===== src/hdl/svpva_pkg.sv =====
`default_nettype none

package svpva_pkg;

  localparam int PRICE_BINS    = 1024;
  localparam int MAX_STEPS     = 1000;
  localparam int FRACTION_BITS = 8;

  localparam int TICK_W  = 10;
  localparam int TICKS_W = TICK_W + 1;
  localparam int VOL_W   = 24;
  localparam int BIN_W   = 40;
  localparam int PCT_W   = 7;
  localparam int MODE_W  = 2;
  localparam int STEP_W  = $clog2(MAX_STEPS + 1);
  localparam int QUO_W   = VOL_W + FRACTION_BITS;
  localparam int QCNT_W  = $clog2(QUO_W);
  localparam int GOAL_W  = BIN_W + FRACTION_BITS + PCT_W;
  localparam int APB_DW  = 32;
  localparam int APB_AW  = 3;

  localparam logic [TICKS_W-1:0] MAX_STEPS_T = TICKS_W'(MAX_STEPS);
  localparam logic [PCT_W-1:0]   PCT_RESET   = PCT_W'(70);
  localparam logic [BIN_W-1:0]   BIN_SAT     = '1;

  localparam logic [MODE_W-1:0] MODE_CLEAR  = 2'd0;
  localparam logic [MODE_W-1:0] MODE_ADD    = 2'd1;
  localparam logic [MODE_W-1:0] MODE_REPORT = 2'd2;
  localparam logic [MODE_W-1:0] MODE_UNUSED = 2'd3;

  localparam logic APB_REG_PCT = 1'b0;

  typedef struct packed {
    logic [MODE_W-1:0] mode;
    logic [TICK_W-1:0] bar_low_tick;
    logic [TICK_W-1:0] bar_high_tick;
    logic [VOL_W-1:0]  bar_volume;
  } in_word_t;

  typedef struct packed {
    logic              poc_found;
    logic [TICK_W-1:0] poc_tick;
    logic [TICK_W-1:0] value_high_tick;
    logic [TICK_W-1:0] value_low_tick;
    logic [TICK_W-1:0] session_high_tick;
    logic [TICK_W-1:0] session_low_tick;
    logic [BIN_W-1:0]  total_volume;
  } out_word_t;

  typedef enum logic [3:0] {
    ST_CLR,
    ST_IDLE,
    ST_DIV,
    ST_BAR_RD,
    ST_BAR_WR,
    ST_SCAN_RD,
    ST_SCAN_CMP,
    ST_VA_CHK,
    ST_UP_BEGIN,
    ST_DN_BEGIN,
    ST_SRCH_RD,
    ST_SRCH_CHK,
    ST_GROW,
    ST_EMIT
  } state_t;

  typedef enum logic [4:0] {
    OP_NONE,
    OP_CLEAR_SESS,
    OP_CLR_STEP,
    OP_LOAD_BAR,
    OP_DIV_STEP,
    OP_BAR_RD,
    OP_BAR_WR,
    OP_SCAN_START,
    OP_SCAN_RD,
    OP_SCAN_CMP,
    OP_VA_INIT,
    OP_UP_BEGIN,
    OP_DN_BEGIN,
    OP_SRCH_RD,
    OP_SRCH_CHK,
    OP_TAKE_UP,
    OP_TAKE_DN,
    OP_EMIT
  } op_t;

  typedef struct packed {
    op_t op;
  } cmd_t;

  typedef struct packed {
    logic clr_last;
    logic div_last;
    logic bar_done;
    logic bar_inverted;
    logic scan_last;
    logic maxv_zero;
    logic up_edge;
    logic dn_edge;
    logic rd_touched;
    logic ptr_edge;
    logic goal_met;
    logic take_up;
    logic up_ok;
  } sts_t;

endpackage

`default_nettype wire


===== src/hdl/svpva_ctrl.sv =====
`default_nettype none

module svpva_ctrl (
  input  wire logic                           clk,
  input  wire logic                           rst_n,
  input  wire logic                           in_valid,
  output      logic                           in_stall,
  input  wire logic [svpva_pkg::MODE_W-1:0]   in_mode,
  output      logic                           out_valid,
  input  wire logic                           out_stall,
  output      svpva_pkg::cmd_t                cmd,
  input  wire svpva_pkg::sts_t                sts
);

  svpva_pkg::state_t state_r, state_nxt;
  logic              then_dn_r, then_dn_nxt;
  logic              out_valid_r, out_valid_nxt;
  logic              out_free;

  assign out_free  = !out_valid_r || !out_stall;
  assign in_stall  = (state_r != svpva_pkg::ST_IDLE);
  assign out_valid = out_valid_r;

  always_ff @(posedge clk) begin
    if (!rst_n) begin
      state_r     <= svpva_pkg::ST_CLR;
      then_dn_r   <= 1'b0;
      out_valid_r <= 1'b0;
    end else begin
      state_r     <= state_nxt;
      then_dn_r   <= then_dn_nxt;
      out_valid_r <= out_valid_nxt;
    end
  end

  always_comb begin
    state_nxt     = state_r;
    then_dn_nxt   = then_dn_r;
    out_valid_nxt = out_valid_r && out_stall;
    cmd.op        = svpva_pkg::OP_NONE;
    case (state_r)
      svpva_pkg::ST_CLR: begin
        cmd.op = svpva_pkg::OP_CLR_STEP;
        if (sts.clr_last) begin
          state_nxt = svpva_pkg::ST_IDLE;
        end
      end
      svpva_pkg::ST_IDLE: begin
        if (in_valid) begin
          case (in_mode)
            svpva_pkg::MODE_CLEAR: begin
              cmd.op    = svpva_pkg::OP_CLEAR_SESS;
              state_nxt = svpva_pkg::ST_CLR;
            end
            svpva_pkg::MODE_ADD: begin
              if (!sts.bar_inverted) begin
                cmd.op    = svpva_pkg::OP_LOAD_BAR;
                state_nxt = svpva_pkg::ST_DIV;
              end
            end
            svpva_pkg::MODE_REPORT: begin
              cmd.op    = svpva_pkg::OP_SCAN_START;
              state_nxt = svpva_pkg::ST_SCAN_RD;
            end
            default: begin
            end
          endcase
        end
      end
      svpva_pkg::ST_DIV: begin
        cmd.op = svpva_pkg::OP_DIV_STEP;
        if (sts.div_last) begin
          state_nxt = svpva_pkg::ST_BAR_RD;
        end
      end
      svpva_pkg::ST_BAR_RD: begin
        if (sts.bar_done) begin
          state_nxt = svpva_pkg::ST_IDLE;
        end else begin
          cmd.op    = svpva_pkg::OP_BAR_RD;
          state_nxt = svpva_pkg::ST_BAR_WR;
        end
      end
      svpva_pkg::ST_BAR_WR: begin
        cmd.op    = svpva_pkg::OP_BAR_WR;
        state_nxt = svpva_pkg::ST_BAR_RD;
      end
      svpva_pkg::ST_SCAN_RD: begin
        cmd.op    = svpva_pkg::OP_SCAN_RD;
        state_nxt = svpva_pkg::ST_SCAN_CMP;
      end
      svpva_pkg::ST_SCAN_CMP: begin
        cmd.op    = svpva_pkg::OP_SCAN_CMP;
        state_nxt = sts.scan_last ? svpva_pkg::ST_VA_CHK : svpva_pkg::ST_SCAN_RD;
      end
      svpva_pkg::ST_VA_CHK: begin
        if (sts.maxv_zero) begin
          state_nxt = svpva_pkg::ST_EMIT;
        end else begin
          cmd.op      = svpva_pkg::OP_VA_INIT;
          then_dn_nxt = 1'b1;
          state_nxt   = svpva_pkg::ST_UP_BEGIN;
        end
      end
      svpva_pkg::ST_UP_BEGIN: begin
        cmd.op = svpva_pkg::OP_UP_BEGIN;
        if (sts.up_edge) begin
          state_nxt = then_dn_r ? svpva_pkg::ST_DN_BEGIN : svpva_pkg::ST_GROW;
        end else begin
          state_nxt = svpva_pkg::ST_SRCH_RD;
        end
      end
      svpva_pkg::ST_DN_BEGIN: begin
        cmd.op      = svpva_pkg::OP_DN_BEGIN;
        then_dn_nxt = 1'b0;
        state_nxt   = sts.dn_edge ? svpva_pkg::ST_GROW : svpva_pkg::ST_SRCH_RD;
      end
      svpva_pkg::ST_SRCH_RD: begin
        cmd.op    = svpva_pkg::OP_SRCH_RD;
        state_nxt = svpva_pkg::ST_SRCH_CHK;
      end
      svpva_pkg::ST_SRCH_CHK: begin
        cmd.op = svpva_pkg::OP_SRCH_CHK;
        if (sts.rd_touched || sts.ptr_edge) begin
          state_nxt = then_dn_r ? svpva_pkg::ST_DN_BEGIN : svpva_pkg::ST_GROW;
        end else begin
          state_nxt = svpva_pkg::ST_SRCH_RD;
        end
      end
      svpva_pkg::ST_GROW: begin
        if (sts.goal_met) begin
          state_nxt = svpva_pkg::ST_EMIT;
        end else if (sts.take_up) begin
          if (!sts.up_ok) begin
            state_nxt = svpva_pkg::ST_EMIT;
          end else begin
            cmd.op    = svpva_pkg::OP_TAKE_UP;
            state_nxt = svpva_pkg::ST_UP_BEGIN;
          end
        end else begin
          cmd.op    = svpva_pkg::OP_TAKE_DN;
          state_nxt = svpva_pkg::ST_DN_BEGIN;
        end
      end
      svpva_pkg::ST_EMIT: begin
        if (out_free) begin
          cmd.op        = svpva_pkg::OP_EMIT;
          out_valid_nxt = 1'b1;
          state_nxt     = svpva_pkg::ST_IDLE;
        end
      end
      default: begin
        state_nxt = svpva_pkg::ST_IDLE;
      end
    endcase
  end

endmodule

`default_nettype wire


===== config.mk =====
export PLATFORM = sky130hd
export DESIGN_NAME = svpva_ctrl
export DESIGN_NICKNAME = d
export VERILOG_FILES = /design/src/hdl/svpva_pkg.sv /design/src/hdl/svpva_ctrl.sv
export SDC_FILE = /design/constraint.sdc
export NUM_CORES = 1
export LEC_CHECK = 0
export BUFFER_PORTS_ARGS = -buffer_cell sky130_fd_sc_hd__buf_4
export CAP_MARGIN = 0
export CORE_MARGIN = 3
export CORE_UTILIZATION = 52
export CTS_BUF_LIST = sky130_fd_sc_hd__clkbuf_16
export DETAILED_ROUTE_END_ITERATION = 8
export PLACE_DENSITY = 0.94
export SYNTH_ARGS = -nofsm -noshare
export SYNTH_HDL_FRONTEND = slang
export SYNTH_SLANG_ARGS = --single-unit
export TNS_END_PERCENT = 100

===== constraint.sdc =====
create_clock -name clk -period 4.1 [get_ports clk]
set_clock_uncertainty 0.05 [all_clocks]
set_input_delay 0.82 -clock clk [delete_from_list [all_inputs] [get_ports clk]]
set_output_delay 0.82 -clock clk [all_outputs]
set_load 0.005 [all_outputs]

# Yosys cells after proc, flatten, opt, wreduce, memory -nomap -nowiden
# Cells that the tools add are included.
[classes] n_eq_ne=23 n_mux=31 reduce_logical=10
[op_table] operator="5-bit case mux with 14 select lines" n=1
[op_table] operator="4-bit case mux with 14 select lines" n=1
[op_table] operator="4-bit two-way mux" n=9
[op_table] operator="3-bit two-way mux" n=9
[op_table] operator="4-bit equality test (second input constant)" n=6
[op_table] operator="4-bit by 3-bit equality test with 1-bit output (second input constant)" n=4
[op_table] operator="5-bit two-way mux" n=3
[op_table] operator="4-bit case mux with 3 select lines" n=1
[op_table] operator="2-bit != test (second input constant)" n=5
[op_table] operator="3-bit case mux with 3 select lines" n=1
[op_table] operator="4-bit by 2-bit equality test with 1-bit output (second input constant)" n=2
[op_table] operator="6-bit AND reduction" n=1
[op_table] operator="4-bit by 1-bit equality test with 1-bit output (second input constant)" n=1
[op_table] operator="4-bit logical NOT" n=1
[op_table] operator="2-bit two-way mux" n=2
[op_table] operator="4-bit by 1-bit != test with 1-bit output (second input constant)" n=1
[op_table] operator="4-bit by 2-bit != test with 1-bit output (second input constant)" n=1
[op_table] operator="1-bit two-way mux" n=3
[op_table] operator="3-bit != test (second input constant)" n=1
[op_table] operator="2-bit by 1-bit equality test with 1-bit output (second input constant)" n=1
[op_table] operator="2-bit equality test (second input constant)" n=1
[op_table] operator="1-bit logical NOT" n=2
[op_table] operator="2-bit logical NOT" n=1
[op_table] operator="1-bit logical OR" n=2
[op_table] operator="4 further kinds" n=4
[totals] regBits=6 inputBits=19 out_inout_bits=7

# Longest topological paths before layout
# Gate-level depths: netlist of run 1.
[logic_depth] word_depth=4 ltp_mapped=6 mapped_depth_nobuf=5

# Least setup slack after synthesis of run 1
# No wires, ideal clock.
[synth_timing] path_kind="input port to output port" start="input in_mode[1] (netlist bit)" end="output cmd[0] (netlist bit)" arrival_ns=1.587 required_time_ns=3.230 path_slack_ns=1.643 stages=5 n_path_buf=0 cell_sequence="o21ai_0 nand2_1 or2_2 a21oi_1 o31a_1"
[synth_lines] element="start: declaration" line_no="svpva_ctrl.sv:8" rtl="input wire logic [svpva_pkg::MODE_W-1:0] in_mode,"
[synth_lines] element="end: declaration" line_no="svpva_ctrl.sv:11" rtl="output svpva_pkg::cmd_t cmd,"

==> insert_results.sql, run 1 <==
INSERT INTO impl_metrics (metric_group, metric, value, unit) VALUES
('drt', 'antenna_violating_nets_post_route', '0', ''),
('timing', 'rsz0062_at_grt', 'no', ''),
('timing', 'finalHoldViolCount', '0', ''),
('place', 'globalplace.congestion', '0.903', ''),
('global_route', 'grt_pass1_wl', '3610', 'µm'),
('cts', 'tritoncts_clock_tree', 'yes', ''),
('setup_path', 'nature_of_the_critical_path_startpoint', 'input port', ''),
('global_route', 'grt_start_max_net_pins', '26', ''),
('floorplanning', 'io_pins', '26', ''),
('global_route', 'grt_overflow_total', '0', ''),
('power_and_ir_drop', 'pwr-share-comb', '0.194', ''),
('global_route', 'first_global_vias', '853', ''),
('logic_synthesis', 'ys_seq_elements', '6', ''),
('cts', 'clock_tree.buffer_depth', '2', ''),
('final_layout', 'drive_above_1_share', '0.248', ''),
('logic_synthesis', 'synth_cell_types', '32', ''),
('power_and_ir_drop', 'power-per-cell-area', '280', 'nW/µm²'),
('timing', 'worst_slew_margin_rel', '0.562', ''),
('floorplanning', 'core-area', '1200', 'µm²'),
('setup_path', 'critical_path.endpoint_type', 'primary output', ''),
('logic_synthesis', 'syn_area_per_cell', '6.31', 'µm²'),
('logic_synthesis', 'syn_area', '726', 'µm²'),
('final_layout', 'ff_latch_area', '120', 'µm²'),
('logic_synthesis', 'synthesis.instances', '115', ''),
('power_and_ir_drop', 'power.share.switching', '0.225', ''),
('final_layout', 'area_delta_synth_final', '34.7', '%'),
('final_layout', 'n_antenna_cell', '0', ''),
('power_and_ir_drop', 'ir_drop', '252', 'µV'),
('timing', 'layout_worst_path_cycle_share', '0.668', ''),
('setup_path', 'setup.worst_path.class', 'in -> out', ''),
('timing', 'clock.fmax', '365', 'MHz'),
('power_and_ir_drop', 'internal-power', '0.212', 'mW'),
('global_route', 'initial_antenna_violation_count', '0', ''),
('place', 'numPlacedInstances', '148', ''),
('cts', 'insertion_delay', '0.23', 'ns'),
('logic_synthesis', 'seq_area_frac_synth', '0.166', ''),
('cts', 'holdBufCountCts', '0', ''),
('cts', 'clock-root-buffer', 'clkbuf_16', ''),
('power_and_ir_drop', 'share_clk_of_total_power', '0.585', ''),
('setup_path', 'critical_path.reg2reg.startpoint', 'state_r[1]$_SDFFE_PN0P_', ''),
('setup_path', 'arrival', '1.87', 'ns'),
('final_layout', 'finalNonFillerCells', '151', ''),
('place', 'portBuffers', '25', ''),
('floorplanning', 'die_h', '43.4', 'µm'),
('timing', 'period_minus_slack', '2.74', 'ns'),
('cts', 'tritoncts.num_buffers', '3', ''),
('timing', 'report.final.setup_viol', '0', ''),
('power_and_ir_drop', 'power.switching', '0.0616', 'mW'),
('timing', 'report.final.slew_viol_count', '0', ''),
('drt', 'drt_wl_total', '2240', 'µm'),
('setup_path', 'critical_path.max_fanout', '4', ''),
('setup_path', 'rr_worst_depth', '5', ''),
('worst_hold_path', 'hold_class', 'reg -> reg', ''),
('place', 'post-dp-hpwl', '1620', 'µm'),
('cts', 'htree_levels', '1', ''),
('status', 'outcome', 'finished, final reports clean', ''),
('power_and_ir_drop', 'seq_power_share', '0.222', ''),
('final_layout', 'multi_input_area', '543', 'µm²'),
('final_layout', 'filler_cell_count', '84', ''),
('floorplanning', 'die_x', '43.4', 'µm'),
('timing', 'tightest_slew', '0.657', 'ns'),
('cts', 'post-cts-setup-buffer-count', '0', ''),
('drt', 'drt_pass1_iterations', '4', ''),
('setup_path', 'crit_path_start', 'sts[2]', ''),
('cts', 'clock_sink_count', '6', ''),
('floorplanning', 'placement_rows', '12', ''),
('setup_path', 'critical_path.reg2reg.endpoint', 'state_r[0]$_SDFFE_PN0P_', ''),
('drt', 'detail_route.iter0.violations', '52', ''),
('global_route', 'grt_util_all_layers', '0.242', ''),
('drt', 'drt-vias-per-instance', '6.40', ''),
('floorplanning', 'initial_core_util', '0.604', ''),
('setup_path', 'worst_setup_slack_for_register_to_register_paths', '2.24', 'ns'),
('drt', 'vias', '967', ''),
('drt', 'wire_per_inst', '14.8', 'µm'),
('setup_path', 'worst-endpoint-required', '3.23', 'ns'),
('cts', 'clkTransAtPathRegs', '0.03', 'ns'),
('logic_synthesis', 'synth-warning-count', '0', ''),
('cts', 'post_cts_resize_count', '0', ''),
('setup_path', 'endpoint', 'cmd[2]', ''),
('timing', 'totalNegativeSetupSlack', '0', 'ns'),
('final_layout', 'final_nets', '158', ''),
('logic_synthesis', 'syn-num-nets', '134', ''),
('floorplanning', 'die-area', '1880', 'µm²'),
('drt', 'detail_route.drc_violations', '0', ''),
('power_and_ir_drop', 'leakagePower', '0.411', 'nW'),
('run', 'maxCapViolCount', '0', '');
registers in the layout, summed over array words and instances, names as in the netlist:
signal,count
out_valid,1
then_dn_r,1
state_r,4
kinds of logic (layout without fill, tap and decap cells):
group	count (synthesis)	after routing	share of synthesized area
compound gates	42	42	0.360
buf+inv	14	36	0.0862
flops	6	6	0.166
simple gates	53	53	0.388
cell usage in the layout (no fill, tap or decap), drive strengths merged, types with 2 or more instances in the layout:
cell type,count
dfxtp,6
o21ai,11
o221a,2
nor3,6
nor2b,5
buf,26
a211o,2
a21oi,15
or2,2
nand2b,6
nand3,5
o2bb2ai,2
o22ai,3
inv,7
nand2,12
nor2,11
clkbuf,3
through the flow:
step | instance area [µm²] | utilization | hold WS [ns] | setup slack (ns) | total power [mW]
3_3_place_gp | 902 | 0.751 | 0.449 | 1.40 | 0.111
3_5_place_dp | 902 | 0.751 | 0.461 | 1.38 | 0.113
2_1_floorplan | 726 | - | 0.424 | 1.64 | 0.0878
4_1_cts | 977 | 0.814 | 0.467 | 1.36 | 0.271
6_report | 977 | 0.814 | 0.474 | 1.36 | 0.273
5_1_grt | 977 | 0.814 | 0.519 | 1.23 | 0.282
how the worst min path moves through the flow:
stage,from,to,slack (ns),cells past startpoint
after CTS,then_dn_r$_SDFFE_PN0P_,state_r[0]$_SDFFE_PN0P_,0.47,2
after floorplan,then_dn_r$_SDFFE_PN0P_,state_r[0]$_SDFFE_PN0P_,0.42,2
after detailed placement,then_dn_r$_SDFFE_PN0P_,state_r[0]$_SDFFE_PN0P_,0.46,2
after global routing,then_dn_r$_SDFFE_PN0P_,state_r[0]$_SDFFE_PN0P_,0.52,2
after global placement,then_dn_r$_SDFFE_PN0P_,state_r[0]$_SDFFE_PN0P_,0.45,2
final,then_dn_r$_SDFFE_PN0P_,state_r[0]$_SDFFE_PN0P_,0.47,2
synthesized netlist by cell type, drive strengths merged:
| library cell | n | area, µm² |
|---|---|---|
| a21oi | 15 | 75.1 |
| inv | 7 | 26.3 |
| or4b | 1 | 13.8 |
| o2bb2ai | 2 | 17.5 |
| o221ai | 1 | 8.76 |
| nor3b | 1 | 12.5 |
| nand2b | 6 | 37.5 |
| nand2 | 12 | 45.0 |
| o221a | 2 | 22.5 |
| o22ai | 3 | 18.8 |
| nor2 | 11 | 41.3 |
| o211ai | 1 | 7.51 |
| nand3b | 1 | 7.51 |
| and2 | 1 | 6.26 |
| a21o | 1 | 7.51 |
| a31oi | 1 | 6.26 |
| nand3 | 5 | 25.0 |
| a221oi | 1 | 8.76 |
| o21a | 1 | 7.51 |
| clkbuf | 4 | 15.0 |
| nor4bb | 1 | 10.0 |
| or2 | 2 | 12.5 |
| a211o | 2 | 17.5 |
| o21ai | 11 | 55.1 |
| nand4b | 1 | 8.76 |
| buf | 3 | 21.3 |
| dfxtp | 6 | 120 |
| o31a | 1 | 8.76 |
| nor3 | 6 | 30.0 |
| nor2b | 5 | 31.3 |
power by group through the flow:
stage	Clock (mW)	Combinational (mW)	Sequential, mW
floorplan	0	0.0262	0.0616
global route	0.163	0.0577	0.0606
CTS	0.159	0.0521	0.0605
finish	0.160	0.0529	0.0606
global placement	0	0.0502	0.0612
detailed placement	0	0.0519	0.0613
worst max-delay path, stage by stage:
cell and delay (ns):
buf_4 0.12, nand3b_1 0.24, a211o_1 0.35, a21oi_1 0.13, a211o_1 0.11, buf_4 0.10
final cells by class:
cell class | instances | share of cell area
Multi-Input combinational cell | 95 | 0.556
Tap cell | 14 | 0.0179
Timing Repair Buffer | 26 | 0.200
Clock buffer | 3 | 0.0768
Sequential cell | 6 | 0.123
Inverter | 7 | 0.0269
routing by layer:
| layer | share of wire | wire length [µm] | global-route usage |
|---|---|---|---|
| met1 | 0.39 | 863 | 0.313 |
| met2 | 0.48 | 1070 | 0.413 |
| met3 | 0.11 | 255 | 0.0456 |
| met4 | 0.020 | 44 | 0.0602 |
| met5 | 0 | 0 | 0 |
Note: power is estimated with default switching activity, not from simulation.
==> run 2: changes to the inputs <==
CORE_ASPECT_RATIO = 0.9   (was not set)
CORE_UTILIZATION = 43   (was 52)
PLACE_DENSITY = 0.84   (was 0.94)
clock period = 2.5 ns   (was 4.1 ns; I/O delays follow)
==> run 2 against run 1 <==
  * Global-route usage is 3.3 points lower
  * Register-to-register slack worse by 1.5 ns
  * Cell area is 4.1% higher
  * Clock-buffer cell count stayed put
  * Flip-flop and latch count stayed put
  * Non-clock buffer count is 4 higher
  * Routed wire length is 1.6% lower
  * Die area is 18% higher
  * Power is 63% higher
  * Critical endpoint is now cmd[1]
==> insert_results.sql, run 2 (synthesized netlist as in run 1, its figures left out) <==
INSERT INTO impl_metrics (metric_group, metric, value, unit) VALUES
('setup_path', 'nature_of_the_critical_path_startpoint', 'flip-flop', ''),
('final_layout', 'design_area', '1020', 'µm²'),
('timing', 'finalHoldViolCount', '0', ''),
('cts', 'clock_sink_count', '6', ''),
('timing', 'worst_slew_margin_rel', '0.764', ''),
('setup_path', 'critical_path.endpoint_type', 'primary output', ''),
('status', 'outcome', 'finished, final reports clean', ''),
('timing', 'tightest_slew', '0.352', 'ns'),
('floorplanning', 'initial_core_util', '0.480', ''),
('place', 'portBuffers', '25', ''),
('setup_path', 'critical_path.max_fanout', '11', ''),
('cts', 'insertion_delay', '0.23', 'ns'),
('cts', 'clock-root-buffer', 'clkbuf_16', ''),
('cts', 'clkTransAtPathRegs', '0.03', 'ns'),
('run', 'maxCapViolCount', '0', ''),
('final_layout', 'drive_above_1_share', '0.270', ''),
('worst_hold_path', 'hold_class', 'reg -> reg', ''),
('cts', 'htree_levels', '1', ''),
('power_and_ir_drop', 'report.power.total', '0.444', 'mW'),
('floorplanning', 'core-area', '1510', 'µm²'),
('drt', 'drt-vias-per-instance', '5.81', ''),
('timing', 'clock.fmax', '432', 'MHz'),
('floorplanning', 'io_pins', '26', ''),
('global_route', 'grt_pass1_wl', '3610', 'µm'),
('setup_path', 'arrival', '1.76', 'ns'),
('floorplanning', 'die_x', '49.3', 'µm'),
('final_layout', 'utilization', '0.672', ''),
('setup_path', 'path_common_cell', 'nor3_1', ''),
('timing', 'report.final.slew_viol_count', '0', ''),
('final_layout', 'finalNonFillerCells', '163', ''),
('timing', 'totalNegativeSetupSlack', '0', 'ns'),
('final_layout', 'ff_latch_area', '120', 'µm²'),
('floorplanning', 'die-area', '2220', 'µm²'),
('timing', 'report.final.setup_viol', '0', ''),
('drt', 'vias', '947', ''),
('global_route', 'grt_overflow_total', '0', ''),
('timing', 'period_minus_slack', '2.31', 'ns'),
('final_layout', 'final_nets', '162', ''),
('final_layout', 'filler_cell_count', '136', ''),
('final_layout', 'commonest_non_fill_non_tap_cell_in_the_layout', 'buf_4', ''),
('drt', 'wire_per_inst', '13.5', 'µm'),
('power_and_ir_drop', 'leakagePower', '0.432', 'nW'),
('setup_path', 'crit_path_cell_trace', 'or4b_4 -> nor3_1 -> nor3_1 -> o21ai_0 -> buf_4', ''),
('place', 'globalplace.congestion', '0.931', ''),
('power_and_ir_drop', 'ir_drop', '358', 'µV'),
('floorplanning', 'placement_rows', '13', ''),
('power_and_ir_drop', 'power-per-cell-area', '437', 'nW/µm²'),
('final_layout', 'multi_input_area', '543', 'µm²'),
('drt', 'drt_pass1_iterations', '4', ''),
('place', 'post-dp-hpwl', '1720', 'µm'),
('setup_path', 'cpPeakStageDelay', '0.56', 'ns'),
('final_layout', 'n_antenna_cell', '0', ''),
('final_layout', 'most_frequent_cells_in_the_layout', 'buf_4, a21oi_1, nand2_1', ''),
('global_route', 'initial_antenna_violation_count', '0', ''),
('cts', 'post_cts_resize_count', '0', ''),
('timing', 'layout_worst_path_cycle_share', '0.926', ''),
('final_layout', 'largest_register_ffs', '4', ''),
('setup_path', 'setup.worst_path.class', 'reg -> out', ''),
('drt', 'drt_wl_total', '2200', 'µm'),
('drt', 'antenna_violating_nets_post_route', '0', ''),
('cts', 'clock_tree.buffer_depth', '2', ''),
('final_layout', 'area_delta_synth_final', '40.2', '%'),
('floorplanning', 'die_h', '45.0', 'µm'),
('place', 'post_dp_cell_area', '942', 'µm²'),
('global_route', 'grt_util_all_layers', '0.210', ''),
('final_layout', 'regMostFlops', 'state_r', ''),
('cts', 'tritoncts_clock_tree', 'yes', ''),
('setup_path', 'worst_setup_slack_for_register_to_register_paths', '0.71', 'ns'),
('global_route', 'grt_start_max_net_pins', '18', ''),
('timing', 'rsz0062_at_grt', 'no', ''),
('drt', 'detail_route.drc_violations', '0', ''),
('setup_path', 'timing.critical_path.slowest_stage_cell', 'or4b_4', ''),
('setup_path', 'worst-endpoint-required', '1.95', 'ns'),
('cts', 'holdBufCountCts', '0', ''),
('global_route', 'first_global_vias', '884', ''),
('place', 'numPlacedInstances', '160', ''),
('drt', 'detail_route.iter0.violations', '38', ''),
('cts', 'post-cts-setup-buffer-count', '0', ''),
('cts', 'tritoncts.num_buffers', '3', '');
==> run 2: area by class of cell <==
cell class | instances | area share
inverters | 7 | 0.0258
clock buffers | 3 | 0.0738
multi-input cells | 95 | 0.534
repair buffers | 30 | 0.221
well taps | 22 | 0.0271
flip-flops and latches | 6 | 0.118
==> run 2: where the power goes <==
group | switching, mW | total [mW] | internal, mW | leakage [nW]
Combinational | 0.0430 | 0.0888 | 0.0457 | 0.347
Sequential | 0.00161 | 0.0996 | 0.0980 | 0.0486
Clock | 0.0510 | 0.256 | 0.205 | 0.0370
==> run 2: final timing paths <==
check | startpoint | to | depth (start not counted)
worst max-delay path | state_r[1]$_SDFFE_PN0P_ | cmd[1] | 5
worst min-delay path | then_dn_r$_SDFFE_PN0P_ | state_r[0]$_SDFFE_PN0P_ | 2
worst max register to register | state_r[1]$_SDFFE_PN0P_ | state_r[1]$_SDFFE_PN0P_ | 5
worst min register to register | then_dn_r$_SDFFE_PN0P_ | state_r[0]$_SDFFE_PN0P_ | 2
==> run 2: metrics by stage <==
stage | hold slack [ns] | worst slack [ns]
4_1_cts | 0.476 | 0.198
3_3_place_gp | 0.450 | 0.424
5_1_grt | 0.483 | 0.123
3_5_place_dp | 0.476 | 0.432
6_report | 0.472 | 0.185
2_1_floorplan | 0.424 | 0.673
==> run 2: critical path, delay by kind of cell, from the launching register on <==
kind                   cells  cell delay, ns
AO/OA/AOI/OAI              1            0.08
flip-flops                 1            0.40
buffers and inverters      1            0.13
AND/OR/NAND/NOR            3            0.93
==> run 2: layer usage <==
layer	up-vias	routed length, µm	global-route usage
li1	465	-	-
met1	412	895	0.237
met2	68	1040	0.372
met3	2	244	0.0693
met4	0	17	0.0795
met5	-	0	0
